===== config.mk =====
export PLATFORM = sky130hd
export DESIGN_NAME = nearest_downscale_luma_threshold_flat
export DESIGN_NICKNAME = d
export VERILOG_FILES = /design/src/rtl/ndlt_pkg.sv /design/src/rtl/ndlt_if.sv /design/src/rtl/ndlt_position.sv /design/src/rtl/ndlt_luma.sv /design/src/rtl/nearest_downscale_luma_threshold.sv /design/src/flat_wrapper.sv
export SDC_FILE = /design/constraint.sdc
export NUM_CORES = 1
export LEC_CHECK = 0
export BUFFER_PORTS_ARGS = -buffer_cell sky130_fd_sc_hd__buf_2
export CAP_MARGIN = 20
export CORE_MARGIN = 4
export CORE_UTILIZATION = 55
export CTS_BUF_LIST = sky130_fd_sc_hd__clkbuf_16
export CTS_CLUSTER_DIAMETER = 100
export DETAILED_ROUTE_END_ITERATION = 16
export GPL_TIMING_DRIVEN = 0
export PLACE_DENSITY = 0.74
export SETUP_SLACK_MARGIN = 0.1
export SLEW_MARGIN = 0
export SYNTH_ARGS = -nofsm -noshare
export SYNTH_HDL_FRONTEND = slang
export SYNTH_HIERARCHICAL = 1
export SYNTH_SLANG_ARGS = --single-unit

===== constraint.sdc =====
create_clock -name clock -period 23.6 [get_ports clock]
set_input_delay 1.18 -clock clock [delete_from_list [all_inputs] [get_ports clock]]
set_output_delay 1.18 -clock clock [all_outputs]
set_load 0.05 [all_outputs]

===== src/rtl/ndlt_pkg.sv =====
package ndlt_pkg;

   localparam int MAX_DIM = 4096;
   localparam int POS_W   = $clog2(MAX_DIM);
   localparam int DIM_W   = POS_W + 1;
   localparam int SUM_W   = 2 * POS_W + 1;
   localparam int PIX_W   = 8;
   localparam int THR_W   = 8;
   localparam int FRAC_W  = 16;
   localparam int LUMA_W  = PIX_W + FRAC_W;

   localparam int CSR_IDX_W  = 3;
   localparam int CSR_DATA_W = DIM_W;

   localparam logic [FRAC_W-1:0] WEIGHT_BLUE  = FRAC_W'(7471);
   localparam logic [FRAC_W-1:0] WEIGHT_GREEN = FRAC_W'(38470);
   localparam logic [FRAC_W-1:0] WEIGHT_RED   = FRAC_W'(19595);

   localparam logic [DIM_W-1:0] RESET_SOURCE_WIDTH  = DIM_W'(640);
   localparam logic [DIM_W-1:0] RESET_SOURCE_HEIGHT = DIM_W'(480);
   localparam logic [DIM_W-1:0] RESET_TILE_WIDTH    = DIM_W'(80);
   localparam logic [DIM_W-1:0] RESET_TILE_HEIGHT   = DIM_W'(60);
   localparam logic [THR_W-1:0] RESET_LUMA_THRESHOLD = THR_W'(127);

   typedef enum logic [CSR_IDX_W-1:0] {
      CSR_SOURCE_WIDTH   = 3'd0,
      CSR_SOURCE_HEIGHT  = 3'd1,
      CSR_TILE_WIDTH     = 3'd2,
      CSR_TILE_HEIGHT    = 3'd3,
      CSR_LUMA_THRESHOLD = 3'd4
   } csr_index_type;

   typedef struct packed {
      logic [DIM_W-1:0] src_w;
      logic [DIM_W-1:0] src_h;
      logic [DIM_W-1:0] tile_w;
      logic [DIM_W-1:0] tile_h;
   } dims_type;

   typedef struct packed {
      logic keep;
      logic row_end;
      logic frame_end;
   } pick_type;

   function automatic logic [DIM_W-1:0] clamp_dim(input logic [DIM_W-1:0] v);
      logic [DIM_W-1:0] r;
      r = v;
      if (v == '0) r = DIM_W'(1);
      else if (v > DIM_W'(MAX_DIM)) r = DIM_W'(MAX_DIM);
      return r;
   endfunction

endpackage


===== src/rtl/ndlt_if.sv =====
interface ndlt_pix_if import ndlt_pkg::*; ();
   logic             valid;
   logic             ready;
   logic [PIX_W-1:0] blue;
   logic [PIX_W-1:0] green;
   logic [PIX_W-1:0] red;
   logic             frame_start;

   modport source (output valid, blue, green, red, frame_start, input ready);
   modport sink (input valid, blue, green, red, frame_start, output ready);
endinterface

interface ndlt_tile_if;
   logic valid;
   logic ready;
   logic tile_bit;
   logic row_end;
   logic frame_end;

   modport source (output valid, tile_bit, row_end, frame_end, input ready);
   modport sink (input valid, tile_bit, row_end, frame_end, output ready);
endinterface

interface ndlt_csr_if import ndlt_pkg::*; ();
   logic                  valid;
   logic                  ready;
   logic [CSR_IDX_W-1:0]  index;
   logic [CSR_DATA_W-1:0] data;

   modport source (output valid, index, data, input ready);
   modport sink (input valid, index, data, output ready);
endinterface


===== src/rtl/ndlt_position.sv =====
module ndlt_position import ndlt_pkg::*; (
   input  logic     clock,
   input  logic     reset,
   input  logic     advance,
   input  logic     frame_start,
   input  dims_type dims,
   output pick_type pick
);

   logic [POS_W-1:0] src_col_ff, src_col_in, cur_src_col;
   logic [POS_W-1:0] src_row_ff, src_row_in, cur_src_row;
   logic [DIM_W-1:0] out_col_ff, out_col_in, cur_out_col;
   logic [DIM_W-1:0] out_row_ff, out_row_in, cur_out_row;
   logic [SUM_W-1:0] col_pick_ff, col_pick_in, cur_col_pick;
   logic [SUM_W-1:0] col_edge_ff, col_edge_in, cur_col_edge;
   logic [SUM_W-1:0] row_pick_ff, row_pick_in, cur_row_pick;
   logic [SUM_W-1:0] row_edge_ff, row_edge_in, cur_row_edge;
   logic [DIM_W-1:0] src_col_inc, src_row_inc, out_col_inc, out_row_inc;
   logic             row_sel;
   logic             keep;
   logic             last_in_row;

   always_comb begin
      if (frame_start) begin
         cur_src_col  = '0;
         cur_src_row  = '0;
         cur_out_col  = '0;
         cur_out_row  = '0;
         cur_col_pick = '0;
         cur_col_edge = SUM_W'(dims.tile_w);
         cur_row_pick = '0;
         cur_row_edge = SUM_W'(dims.tile_h);
      end else begin
         cur_src_col  = src_col_ff;
         cur_src_row  = src_row_ff;
         cur_out_col  = out_col_ff;
         cur_out_row  = out_row_ff;
         cur_col_pick = col_pick_ff;
         cur_col_edge = col_edge_ff;
         cur_row_pick = row_pick_ff;
         cur_row_edge = row_edge_ff;
      end
   end

   assign src_col_inc = {1'b0, cur_src_col} + DIM_W'(1);
   assign src_row_inc = {1'b0, cur_src_row} + DIM_W'(1);
   assign out_col_inc = cur_out_col + DIM_W'(1);
   assign out_row_inc = cur_out_row + DIM_W'(1);

   assign row_sel = (cur_out_row < dims.tile_h) && (cur_row_pick < cur_row_edge);
   assign keep = row_sel && (cur_out_col < dims.tile_w) && (cur_col_pick < cur_col_edge);
   assign last_in_row = (out_col_inc == dims.tile_w);

   assign pick.keep      = keep;
   assign pick.row_end   = last_in_row;
   assign pick.frame_end = last_in_row && (out_row_inc == dims.tile_h);

   always_comb begin
      src_col_in  = src_col_ff;
      src_row_in  = src_row_ff;
      out_col_in  = out_col_ff;
      out_row_in  = out_row_ff;
      col_pick_in = col_pick_ff;
      col_edge_in = col_edge_ff;
      row_pick_in = row_pick_ff;
      row_edge_in = row_edge_ff;
      if (advance) begin
         out_row_in  = cur_out_row;
         row_pick_in = cur_row_pick;
         src_row_in  = cur_src_row;
         row_edge_in = cur_row_edge;
         if (src_col_inc < dims.src_w) begin
            src_col_in  = src_col_inc[POS_W-1:0];
            col_edge_in = cur_col_edge + SUM_W'(dims.tile_w);
            out_col_in  = keep ? out_col_inc : cur_out_col;
            col_pick_in = keep ? cur_col_pick + SUM_W'(dims.src_w) : cur_col_pick;
         end else begin
            src_col_in  = '0;
            out_col_in  = '0;
            col_pick_in = '0;
            col_edge_in = SUM_W'(dims.tile_w);
            if (row_sel) begin
               out_row_in  = out_row_inc;
               row_pick_in = cur_row_pick + SUM_W'(dims.src_h);
            end
            if (src_row_inc < dims.src_h) begin
               src_row_in  = src_row_inc[POS_W-1:0];
               row_edge_in = cur_row_edge + SUM_W'(dims.tile_h);
            end else begin
               src_row_in  = '0;
               out_row_in  = '0;
               row_pick_in = '0;
               row_edge_in = SUM_W'(dims.tile_h);
            end
         end
      end
   end

   always_ff @(posedge clock) begin
      if (reset) begin
         src_col_ff  <= '0;
         src_row_ff  <= '0;
         out_col_ff  <= '0;
         out_row_ff  <= '0;
         col_pick_ff <= '0;
         col_edge_ff <= SUM_W'(RESET_TILE_WIDTH);
         row_pick_ff <= '0;
         row_edge_ff <= SUM_W'(RESET_TILE_HEIGHT);
      end else begin
         src_col_ff  <= src_col_in;
         src_row_ff  <= src_row_in;
         out_col_ff  <= out_col_in;
         out_row_ff  <= out_row_in;
         col_pick_ff <= col_pick_in;
         col_edge_ff <= col_edge_in;
         row_pick_ff <= row_pick_in;
         row_edge_ff <= row_edge_in;
      end
   end

endmodule


===== src/rtl/ndlt_luma.sv =====
module ndlt_luma import ndlt_pkg::*; (
   input  logic [PIX_W-1:0] blue,
   input  logic [PIX_W-1:0] green,
   input  logic [PIX_W-1:0] red,
   input  logic [THR_W-1:0] threshold,
   output logic             bright
);

   logic [LUMA_W-1:0] luma;

   assign luma = LUMA_W'(WEIGHT_BLUE) * LUMA_W'(blue) + LUMA_W'(WEIGHT_GREEN) * LUMA_W'(green)
               + LUMA_W'(WEIGHT_RED) * LUMA_W'(red);
   assign bright = (luma >= {threshold, {FRAC_W{1'b0}}});

endmodule


===== src/rtl/nearest_downscale_luma_threshold.sv =====
// Channel   Direction  Words carried
// req_if    in         blue, green, red, frame_start (one source pixel)
// rsp_if    out        tile_bit, row_end, frame_end (one kept tile)
// csr_if    in         index, data (register write, always ready)
//
// One pixel word is taken every cycle unless rsp_if stalls; a kept pixel reaches rsp_if.
// The position counters decide on the word at the accept edge; the luminance weighting
// sits between the pixel register and the result register.
// Reset clears the position, the registers to their defaults and both valid flags.
// A stall on rsp_if holds the result and the pixel register, then backs up req_if.
module nearest_downscale_luma_threshold import ndlt_pkg::*; (
   input  logic     clock,
   input  logic     reset,
   ndlt_pix_if.sink   req_if,
   ndlt_tile_if.source rsp_if,
   ndlt_csr_if.sink   csr_if
);

   logic [DIM_W-1:0] source_width_ff, source_height_ff, tile_width_ff, tile_height_ff;
   logic [THR_W-1:0] luma_threshold_ff;
   dims_type         dims;
   logic [DIM_W-1:0] clamp_tw, clamp_th;
   pick_type         pick;
   logic             req_acc;

   logic             pix_valid_ff, pix_valid_in;
   logic [PIX_W-1:0] pix_blue_ff, pix_green_ff, pix_red_ff;
   logic             pix_row_end_ff, pix_frame_end_ff;
   logic             pix_adv;
   logic             bright;

   logic             rsp_valid_ff, rsp_valid_in;
   logic             rsp_bit_ff, rsp_row_end_ff, rsp_frame_end_ff;

   assign csr_if.ready = 1'b1;

   always_ff @(posedge clock) begin
      if (reset) begin
         source_width_ff   <= RESET_SOURCE_WIDTH;
         source_height_ff  <= RESET_SOURCE_HEIGHT;
         tile_width_ff     <= RESET_TILE_WIDTH;
         tile_height_ff    <= RESET_TILE_HEIGHT;
         luma_threshold_ff <= RESET_LUMA_THRESHOLD;
      end else if (csr_if.valid) begin
         case (csr_index_type'(csr_if.index))
            CSR_SOURCE_WIDTH:   source_width_ff   <= csr_if.data;
            CSR_SOURCE_HEIGHT:  source_height_ff  <= csr_if.data;
            CSR_TILE_WIDTH:     tile_width_ff     <= csr_if.data;
            CSR_TILE_HEIGHT:    tile_height_ff    <= csr_if.data;
            CSR_LUMA_THRESHOLD: luma_threshold_ff <= csr_if.data[THR_W-1:0];
            default: ;
         endcase
      end
   end

   always_comb begin
      dims.src_w  = clamp_dim(source_width_ff);
      dims.src_h  = clamp_dim(source_height_ff);
      clamp_tw    = clamp_dim(tile_width_ff);
      clamp_th    = clamp_dim(tile_height_ff);
      dims.tile_w = (clamp_tw > dims.src_w) ? dims.src_w : clamp_tw;
      dims.tile_h = (clamp_th > dims.src_h) ? dims.src_h : clamp_th;
   end

   assign pix_adv      = pix_valid_ff && (!rsp_valid_ff || rsp_if.ready);
   assign req_if.ready = !pix_valid_ff || pix_adv;
   assign req_acc      = req_if.valid && req_if.ready;

   ndlt_position u_position (
      .clock       (clock),
      .reset       (reset),
      .advance     (req_acc),
      .frame_start (req_if.frame_start),
      .dims        (dims),
      .pick        (pick)
   );

   always_comb begin
      pix_valid_in = pix_valid_ff;
      if (req_acc) pix_valid_in = pick.keep;
      else if (pix_adv) pix_valid_in = 1'b0;
   end

   always_ff @(posedge clock) begin
      if (reset) pix_valid_ff <= 1'b0;
      else pix_valid_ff <= pix_valid_in;
   end

   always_ff @(posedge clock) begin
      if (req_acc) begin
         pix_blue_ff      <= req_if.blue;
         pix_green_ff     <= req_if.green;
         pix_red_ff       <= req_if.red;
         pix_row_end_ff   <= pick.row_end;
         pix_frame_end_ff <= pick.frame_end;
      end
   end

   ndlt_luma u_luma (
      .blue      (pix_blue_ff),
      .green     (pix_green_ff),
      .red       (pix_red_ff),
      .threshold (luma_threshold_ff),
      .bright    (bright)
   );

   always_comb begin
      rsp_valid_in = rsp_valid_ff;
      if (pix_adv) rsp_valid_in = 1'b1;
      else if (rsp_if.ready) rsp_valid_in = 1'b0;
   end

   always_ff @(posedge clock) begin
      if (reset) rsp_valid_ff <= 1'b0;
      else rsp_valid_ff <= rsp_valid_in;
   end

   always_ff @(posedge clock) begin
      if (pix_adv) begin
         rsp_bit_ff       <= bright;
         rsp_row_end_ff   <= pix_row_end_ff;
         rsp_frame_end_ff <= pix_frame_end_ff;
      end
   end

   assign rsp_if.valid     = rsp_valid_ff;
   assign rsp_if.tile_bit  = rsp_bit_ff;
   assign rsp_if.row_end   = rsp_row_end_ff;
   assign rsp_if.frame_end = rsp_frame_end_ff;

endmodule


===== src/flat_wrapper.sv =====
// flat-port wrapper written by rule: the top's interface ports become plain ports
module nearest_downscale_luma_threshold_flat import ndlt_pkg::*;
  (clock, reset, req_if_valid, req_if_blue, req_if_green, req_if_red, req_if_frame_start, req_if_ready, rsp_if_valid, rsp_if_tile_bit, rsp_if_row_end, rsp_if_frame_end, rsp_if_ready, csr_if_valid, csr_if_index, csr_if_data, csr_if_ready);
  ndlt_pix_if req_if_i ();
  ndlt_tile_if rsp_if_i ();
  ndlt_csr_if csr_if_i ();
  input  logic clock;
  input  logic reset;
  input wire logic [$bits(req_if_i.valid)-1:0] req_if_valid;
  input wire logic [$bits(req_if_i.blue)-1:0] req_if_blue;
  input wire logic [$bits(req_if_i.green)-1:0] req_if_green;
  input wire logic [$bits(req_if_i.red)-1:0] req_if_red;
  input wire logic [$bits(req_if_i.frame_start)-1:0] req_if_frame_start;
  output wire logic [$bits(req_if_i.ready)-1:0] req_if_ready;
  output wire logic [$bits(rsp_if_i.valid)-1:0] rsp_if_valid;
  output wire logic [$bits(rsp_if_i.tile_bit)-1:0] rsp_if_tile_bit;
  output wire logic [$bits(rsp_if_i.row_end)-1:0] rsp_if_row_end;
  output wire logic [$bits(rsp_if_i.frame_end)-1:0] rsp_if_frame_end;
  input wire logic [$bits(rsp_if_i.ready)-1:0] rsp_if_ready;
  input wire logic [$bits(csr_if_i.valid)-1:0] csr_if_valid;
  input wire logic [$bits(csr_if_i.index)-1:0] csr_if_index;
  input wire logic [$bits(csr_if_i.data)-1:0] csr_if_data;
  output wire logic [$bits(csr_if_i.ready)-1:0] csr_if_ready;
  assign req_if_i.valid = req_if_valid;
  assign req_if_i.blue = req_if_blue;
  assign req_if_i.green = req_if_green;
  assign req_if_i.red = req_if_red;
  assign req_if_i.frame_start = req_if_frame_start;
  assign req_if_ready = req_if_i.ready;
  assign rsp_if_valid = rsp_if_i.valid;
  assign rsp_if_tile_bit = rsp_if_i.tile_bit;
  assign rsp_if_row_end = rsp_if_i.row_end;
  assign rsp_if_frame_end = rsp_if_i.frame_end;
  assign rsp_if_i.ready = rsp_if_ready;
  assign csr_if_i.valid = csr_if_valid;
  assign csr_if_i.index = csr_if_index;
  assign csr_if_i.data = csr_if_data;
  assign csr_if_ready = csr_if_i.ready;
  nearest_downscale_luma_threshold u_core (.clock(clock), .reset(reset), .req_if(req_if_i), .rsp_if(rsp_if_i), .csr_if(csr_if_i));
endmodule

==> results.md, run 1 <==
Die:
- The initialized floorplan defines 77 standard-cell rows.
- The effective utilization at floorplan is 56.14%.
- The die width is 221.4 um.
- The die covers approximately 49,000 sq um.
- The total area inside the core boundary comes to about 45,000 sq um.
- The chip height is about 220 um.
- The number of top-level pins is between 50 and 60.

Hold path:
- The tightest min-delay check is of the flop to flop type.
- The worst hold path depth is 0.

Power and ir drop:
- Internal power comes to between 1.5 and 2 mW.
- The proportion of total power due to net switching is approximately half.
- The maximum VDD drop is between 0.0002 and 0.0003 V.
- The completed layout was analyzed and its total power is ~3.5 mW.
- The cell area power density is between 100 and 150 nW/um^2.
- The reported leakage power is around 13 nW.
- The combinational share of power is 73.3%.
- Of the total power, registers draw roughly 13%.
- The analysis attributes to net switching a power of approximately 1.8 mW.
- The proportion of power drawn by the clock network is between 10% and 20%.

Synthesis:
- The post-synthesis instance total is about 3,100.
- The netlist area before placement is approximately 25,000 sq um.
- The synthesized netlist net count is about 3,600.
- The count of cell types in the netlist is about 100.
- Averaged over all synthesized cells, the footprint is slightly above 8 sq um.
- The largest area contributor in the netlist is sky130_fd_sc_hd__ha_1.
- The synthesized design contains between 200 and 250 register bits.
- For this run, the number of Yosys warnings is 6.
- The share of the synthesized area in the top cell type is approximately 17%.
- For this run, asynchronously set or reset flops after synthesis account for 0%.
- By area the synthesized netlist is led by sky130_fd_sc_hd__ha_1, sky130_fd_sc_hd__dfxtp_1, sky130_fd_sc_hd__fa_1.
- The predominant post-synthesis flop cell is sky130_fd_sc_hd__dfxtp_1.
- Sequential cells were found to cover 20.42% of the synthesized design area.
- The number of enable-type register cells in the synthesized netlist is 29.

Timing:
- The total negative slack is 0 ns.
- The worst setup slack after layout is 13.71 ns.
- Timing would allow up to between 0.1 and 0.15 GHz.
- Setup repair after global routing left no endpoint under its margin.
- The final count of pins violating max slew came to 0.
- The setup-violating endpoint count in the final report is 0.
- The number of hold violations in the final report is 0.
- The worst slew slack as a fraction of its limit is between 30 and 40%.
- The smallest clock period supported by the final layout is computed as just under 10 ns.
- For the pin with the worst max-slew slack, the measured transition is about 1.0 ns.
- Between clock sinks in the finished design, the worst skew comes to roughly 0.025 ns.
- The final critical path takes up a little over two fifths of the cycle.

Layout:
- The fraction of final layout cells sized beyond drive strength 1 is under 10%.
- The library cells used most frequently in the layout, excluding fill and tap cells, are sky130_fd_sc_hd__inv_1, sky130_fd_sc_hd__nand2_1, sky130_fd_sc_hd__ha_1.
- The most common cell after layout, fill and taps aside is sky130_fd_sc_hd__inv_1.
- Counting the fill cells in the layout gives approximately 4,000.
- Relative to the synthesized area, the layout overhead comes to 8.159%.
- The number of nets in the layout is roughly 3,700.
- Once layout is done, the placed cells without fillers occupy about 27,000 sq um.
- The number of standard cells in the final layout excluding fillers is roughly 3,800.

Global route:
- The total global routing overflow is 0.
- The most used routing layer in global routing is met2.
- The initial antenna violation count is 1.
- The first global-routing pass estimated 126.7 mm of wire.
- The number of global-route vias before repair is between 20,000 and 25,000.
- Global routing consumed, on the met3 layer, ~5.2% of the routing resources.
- Global routing used between 50% and 60% of the available met2 tracks.
- The met1 routing resource usage after global routing is about 41%.
- The pin count of the biggest net entering global routing is 22.
- The total global-route track usage is approximately a third.

Place:
- The area after detailed placement is ~26,000 sq um.
- Including well taps, the total number of placed cells is about 3,700.
- The pre-CTS setup slack is roughly 14 ns.
- Once detailed placement completed, the half-perimeter wirelength came to 63.45 mm.
- The count of input and output buffers is 49.
- The routability-driven placement congestion ratio is ~0.94.

Critical path:
- The element type at the critical path end is a flop.
- The class of the most critical setup path is flop to flop.
- The depth of the most critical reg-to-reg path is 33.
- At the worst endpoint, the required time is about 24 ns.
- The maximum fanout encountered on the critical timing path is 6.
- STA classifies the critical path startpoint as a flop.
- The cell that appears most often on the critical path is sky130_fd_sc_hd__ha_1.
- The largest single stage delay on the critical path is roughly 0.75 ns.
- The largest individual stage delay along the critical path comes from the cell sky130_fd_sc_hd__a2111oi_0.
- Data on the critical path arrives at its endpoint at around 10 ns.

Clock network:
- The total clock buffers created by CTS is 34.
- For this design, the sink count on the clock tree is 241.
- The count of hold buffers inserted by post-cts repair is 0.
- The clock reaches the later pin of the worst-skew pair after ~0.56 ns.
- The maximum level of the CTS H-tree is 2.
- After clock tree synthesis, the clock-pin slew on the worst setup and hold paths is roughly 0.06 ns.
- The cell at the root of the clock tree is sky130_fd_sc_hd__clkbuf_16.
- The number of gates resized after cts is 0.
- After clock tree synthesis, the setup repair step added 0 buffers.
- TritonCTS built the clock tree.
- The maximum number of buffers from clock root to sink is 3.

Detailed routing:
- In this run, the number of DRC markers left after iteration 0 of detailed routing was around 2,300.
- The aggregate routed wire length is 80.82 mm.
- The count of unresolved DRC violations after routing is 0.
- The first-pass iteration count of the detailed router is 6.
- The routed length per instance is 21.37 um.
- The ratio of routed vias to standard cells is just over 6.
- The total via count after detailed routing is between 20,000 and 25,000.
- Once detail routing completed, the nets flagged for antenna violations numbered 0.

Run status:
- The run finished with clean final reports.

Flow run:
- The reported max-cap violation count is 0.
## synthesized netlist by cell type, types with 10 or more instances
master,count
sky130_fd_sc_hd__inv_1,389
sky130_fd_sc_hd__nand2_1,348
sky130_fd_sc_hd__ha_1,342
sky130_fd_sc_hd__a21oi_1,221
sky130_fd_sc_hd__dfxtp_1,212
sky130_fd_sc_hd__nor2_1,166
sky130_fd_sc_hd__o21ai_0,137
sky130_fd_sc_hd__fa_1,122
sky130_fd_sc_hd__nor2b_1,122
sky130_fd_sc_hd__xnor2_1,87
sky130_fd_sc_hd__clkbuf_1,72
sky130_fd_sc_hd__nand3_1,64
sky130_fd_sc_hd__a21o_1,48
sky130_fd_sc_hd__nand4_1,48
sky130_fd_sc_hd__xor2_1,48
sky130_fd_sc_hd__mux2_2,40
sky130_fd_sc_hd__nor3_1,39
sky130_fd_sc_hd__mux2i_1,35
sky130_fd_sc_hd__edfxtp_1,29
sky130_fd_sc_hd__o21ai_1,27
sky130_fd_sc_hd__o21a_1,26
sky130_fd_sc_hd__and3_1,25
sky130_fd_sc_hd__nand3b_1,24
sky130_fd_sc_hd__nand2b_1,23
sky130_fd_sc_hd__a31oi_1,22
sky130_fd_sc_hd__buf_2,22
sky130_fd_sc_hd__o211ai_1,22
sky130_fd_sc_hd__a211oi_1,21
sky130_fd_sc_hd__nor4_1,20
sky130_fd_sc_hd__a22oi_1,17
sky130_fd_sc_hd__o31ai_1,17
sky130_fd_sc_hd__o22ai_1,15
sky130_fd_sc_hd__or3_1,13
sky130_fd_sc_hd__buf_1,12
sky130_fd_sc_hd__o21bai_1,11
sky130_fd_sc_hd__a311oi_1,10
sky130_fd_sc_hd__a32o_1,10
sky130_fd_sc_hd__and2_1,10
sky130_fd_sc_hd__and4_1,10
## routing by layer
| metal | up-vias | share of wire [%] |
|---|---|---|
| met4 | 0 | 5.9 |
| li1 | 10828 | - |
| met3 | 286 | 8.2 |
| met5 | - | 0 |
| met2 | 1045 | 45 |
| met1 | 11145 | 41 |
## path summary, 6_finish.rpt
path	slack [ns]	startpoint	endpoint
hold reg to reg	0.42	u_core/pix_row_end_ff	u_core/rsp_if.row_end
setup reg to reg	13.71	u_core/pix_green_ff[4]	u_core/rsp_if.tile_bit
hold / removal	0.42	u_core/pix_row_end_ff	u_core/rsp_if.row_end
setup / recovery	13.71	u_core/pix_green_ff[4]	u_core/rsp_if.tile_bit
## kinds of logic after synthesis
logic type / Yosys count / synth area share, %
buf+inv: 513 / 8.119
flops: 241 / 20.42
xor+xnor: 135 / 4.721
other cells: 1 / 0.01497
fa+ha+maj: 466 / 26.92
compound gates: 687 / 17.43
mux: 75 / 3.198
simple gates: 962 / 19.17
## sequential cells by signal (all words and copies together), names as in the netlist, 25 cells and up
signal                         count
u_core/u_position/row_pick_ff     25
u_core/u_position/row_edge_ff     25
u_core/u_position/col_pick_ff     25
u_core/u_position/col_edge_ff     25
## critical path: cells and delay by family (launching register included)
| family | cells | cell delay, ns |
|---|---|---|
| xor+xnor | 2 | 0.61 |
| compound gates | 10 | 2.64 |
| fa+ha+maj | 11 | 4.52 |
| flops | 1 | 0.54 |
| simple gates | 5 | 1.06 |
| buf+inv | 5 | 0.37 |
## power groups by stage
| stage | Sequential (mW) | Clock, mW | Combinational, mW |
|---|---|---|---|
| after floorplan | 0.449 | 0 | 1.77 |
| after global placement | 0.450 | 0 | 2.39 |
| after detailed placement | 0.450 | 0 | 2.45 |
| after CTS | 0.441 | 0.491 | 2.49 |
| after global routing | 0.443 | 0.508 | 2.79 |
| final | 0.442 | 0.485 | 2.55 |
## through the flow
step / hold slack, ns / util [%]
global placement: 0.4075 / 58.35
CTS: 0.4205 / 60.71
finish: 0.4201 / 60.72
global route: 0.4441 / 60.72
floorplan: 0.4003 / -
detailed placement: 0.4276 / 58.41
## area by class of cell
cell class                      instances  area [sq um]  area share, %
Antenna cell                            2         5.005        0.01848
Buffer                                122         565.5          2.088
Clock buffer                           34         850.8          3.141
Clock inverter                         25         173.9         0.6421
Inverter                              391          1468          5.419
Multi-Input combinational cell       2326         17890          66.07
Sequential cell                       241          5115          18.88
Tap cell                              592         740.7          2.735
Timing Repair Buffer                   50         272.8          1.007
Note: power is estimated with default switching activity, not from simulation.
==> inputs of run 2 (changes only) <==
--- a/config.mk
+++ b/config.mk
@@ -5,6 +5,7 @@
 export SDC_FILE = /design/constraint.sdc
 export NUM_CORES = 1
 export LEC_CHECK = 0
+export ABC_AREA = 1
 export BUFFER_PORTS_ARGS = -buffer_cell sky130_fd_sc_hd__buf_2
 export CAP_MARGIN = 20
 export CORE_MARGIN = 4
==> constraint.sdc (replaced) <==
create_clock -name clock -period 9.68 [get_ports clock]
set_input_delay 0.484 -clock clock [delete_from_list [all_inputs] [get_ports clock]]
set_output_delay 0.484 -clock clock [all_outputs]
set_load 0.05 [all_outputs]
==> results.md, run 2 <==
Timing:
- At the pin with the least slew margin, the transition time is around 0.93 ns.
- Setup repair after global routing left no endpoint under its margin.
- Based on the critical path, the design can be clocked at up to about 0.13 GHz.
- The number of hold violations in the final report is 0.
- Setup violations remaining at the end of the flow were counted as 0.
- The final critical delay including setup and external delays is ~8 ns.
- Across the routed clock network, the largest skew measured is between 0.03 and 0.04 ns.
- The worst slew slack as a fraction of its limit is 37.75%.
- For the final routed database, the setup TNS stands at 0 ns.
- The final count of pins violating max slew is 0.
- The worst path uses between 80% and 90% of the clock period.

Die:
- The core region is roughly 48,000 sq um.
- The floorplan step set the die width to ~230 um.
- In this run the vertical extent of the chip is approximately 230 um.
- 52 I/O pins were placed.
- The die area is 51,550 sq um.
- The effective utilization at floorplan is ~56%.
- The initialized floorplan defines 80 standard-cell rows.

Critical path:
- The maximum fanout encountered on the critical timing path is 7.
- On the worst path, the slowest cell contributes a delay of ~0.56 ns.
- On the critical path, the stage with the largest delay is an instance of sky130_fd_sc_hd__fa_1.
- The internal reg-to-reg setup slack is approximately 1.7 ns.
- The element type at the critical path end is a flop.
- The worst register-to-register path has a depth of 35.
- The startpoint identified for the worst register-to-register timing path is u_core/pix_green_ff[6].
- The worst setup path is launched from a flop.
- The setup path with the least slack is of type flop to flop.
- The worst reg2reg path endpoint is u_core/rsp_if.tile_bit.
- The required time reported for the critical path endpoint is a little over 10 ns.
- At the worst endpoint, the arrival time is about 8.4 ns.
- Tracing the worst setup path back leads to its startpoint at u_core/pix_green_ff[6].

Global route:
- The total overflow left after global routing is 0.
- The number of global-route vias before repair is 23,873.
- The first global-routing pass estimated between 100 and 150 mm of wire.
- The pin count of the biggest net entering global routing is 32.
- The initial antenna violation count was 0.
- Global routing used just under 30% of the available tracks across all layers.

Layout:
- The growth of design area from synthesis to finish is 7.748%.
- Leaving out fill and tap cells, the most frequent cell in the layout is sky130_fd_sc_hd__nand2_1.
- The number of standard cells in the final layout excluding fillers is between 4,000 and 5,000.
- In the layout the commonest cells are sky130_fd_sc_hd__nand2_1, sky130_fd_sc_hd__inv_1, sky130_fd_sc_hd__ha_1.
- The diode insertion count for antenna repair is 0.
- Of the cells placed in the final design, the portion with a size suffix greater than 1 is 6.206%.
- At the end of the flow, the number of nets in the layout was between 4,000 and 5,000.

Synthesis:
- sky130_fd_sc_hd__ha_1 takes more of the synthesized area than any other cell.
- The most numerous cell in the Yosys netlist is sky130_fd_sc_hd__nand2_1.
- A synthesized cell averages 6.838 sq um.
- Synthesis produced a netlist whose cell count is 3,859.
- The number of enable-type register cells in the synthesized netlist is 29.
- After synthesis, the netlist uses 58 different library cells.
- For this run, the number of Yosys warnings is 6.
- The netlist area before placement is 26,390 sq um.
- The predominant post-synthesis flop cell is sky130_fd_sc_hd__dfxtp_1.
- Ranked by instance count, the synthesized netlist is headed by sky130_fd_sc_hd__nand2_1, sky130_fd_sc_hd__inv_1, sky130_fd_sc_hd__ha_1, sky130_fd_sc_hd__a21oi_1, sky130_fd_sc_hd__nor2_1.
- Counting flops with an async set or reset pin after synthesis yields a share of 0%.
- In the post-synthesis netlist, the biggest area contributors are sky130_fd_sc_hd__ha_1, sky130_fd_sc_hd__dfxtp_1, sky130_fd_sc_hd__nand2_1.
- The synthesized design devotes to its leading area cell type approximately 16% of total area.
- The post-synthesis sequential element count is 241.
- When the netlist entered floorplanning its net count stood at approximately 4,400.
- The sequential cell area fraction in the yosys report is around a fifth.

Place:
- Routability-driven placement finished with a final weighted congestion of slightly below 1.
- The number of placed instances, taps included, is around 4,500.
- The detailed placement HPWL is about 63 mm.
- The count of input and output buffers is 50.

Clock network:
- The count of hold buffers inserted by post-cts repair is 0.
- The total clock buffers created by CTS is 30.
- At the later pin of the worst-skew pair, clock insertion delay measures between 0.6 and 0.7 ns.
- The clock-pin slew of the registers on the worst-case setup and hold paths is approximately 0.06 ns.
- The number of gates resized after cts is 0.
- The clock passes through at most 3 buffers.
- The clock tree from TritonCTS is built.
- The number of clock sinks is roughly 240.
- The cell at the root of the clock tree is sky130_fd_sc_hd__clkbuf_16.
- In this run the number of H-tree levels came out at 1.
- The number of setup buffers added after CTS is 0.

Detailed routing:
- The final layout contains routed wiring with a total length of a little under 80 mm.
- After the first detailed-routing iteration, the DRC count stood at 2,062.
- The first TritonRoute pass finished after 6 iterations.
- In the final routed layout, each cell accounts on average for between 15 and 20 um.
- In this run the remaining antenna-violating nets after routing total 0.
- In the routed layout, each cell is associated on average with a via count of between 5 and 6.
- Across all layers, the routed design uses about 25,000 vias.
- The count of unresolved DRC violations after routing is 0.

Hold path:
- The worst hold path belongs to the class primary input to flop.
- The worst-case hold path end point is u_core/pix_red_ff[0].
- The worst hold path depth is 1.
- The startpoint identified for the worst hold timing path is req_if_red[0].

Power and ir drop:
- The cell area power density is ~350 nW/um^2.
- The maximum VDD drop is roughly 0.00051 V.
- The reported leakage power is between 10 and 15 nW.

Run status:
- The run finished with clean final reports.

Flow run:
- Max-cap violations in this run came to 0.
==> run 2: per-stage QoR <==
step | instance area (sq um) | utilization [%] | total power [mW] | hold WS (ns) | worst slack, ns
floorplan | 26390 | - | 6.965 | 0.4003 | 2.538
global placement | 27410 | 57.64 | 8.651 | 0.4239 | 1.794
detailed placement | 27410 | 57.64 | 8.749 | 0.4258 | 1.750
CTS | 28430 | 59.80 | 9.992 | 0.03720 | 1.715
global route | 28430 | 59.80 | 11.12 | 0.05344 | 1.243
finish | 28430 | 59.80 | 10.02 | 0.06683 | 1.739
==> run 2: worst max-delay path by stage <==
stage | slack (ns) | end | cells past startpoint
floorplan | 2.54 | u_core/rsp_if.tile_bit | 35
global placement | 1.79 | u_core/rsp_if.tile_bit | 35
detailed placement | 1.75 | u_core/rsp_if.tile_bit | 35
CTS | 1.71 | u_core/rsp_if.tile_bit | 35
global route | 1.24 | u_core/rsp_if.tile_bit | 34
finish | 1.74 | u_core/rsp_if.tile_bit | 35
==> run 2: cell type report <==
cell class / instances / area [sq um]
plain buffers: 116 / 569.3
clock buffers: 30 / 750.7
clock inverters: 25 / 274.0
fillers: 4576 / 19110
inverters: 693 / 2601
multi-input cells: 2809 / 18100
flip-flops and latches: 241 / 5115
well taps: 615 / 769.5
repair buffers: 50 / 250.2
==> run 2: kinds of logic after synthesis <==
kind of cell	synth area share (%)
xor+xnor	4.016
compound gates	13.52
flops	19.38
buf+inv	12.02
other cells	0.01421
fa+ha+maj	25.47
simple gates	25.58
==> run 2: worst max-delay path, delay by kind of cell (launching register included) <==
family,cells,cell delay (ns)
compound gates,4,0.84
xor+xnor,2,0.40
simple gates,15,1.40
flops,1,0.54
fa+ha+maj,10,4.47
buf+inv,4,0.20
==> run 2: routing by layer <==
layer,vias up,track usage [%],wire (um)
met4,0,13.94,4418
met1,11488,37.84,32000
met2,915,50.96,36100
li1,12579,-,-
met3,215,3.533,5245
met5,-,0,0
==> run 2: report_power, final <==
part           internal [mW]  total (mW)  leakage (nW)  switching, mW
registers               1.12        1.19          2.00         0.0719
clock network          0.679        1.18         0.514          0.501
logic                   2.76        7.65          11.5           4.89
total                   4.56        10.0          14.0           5.46
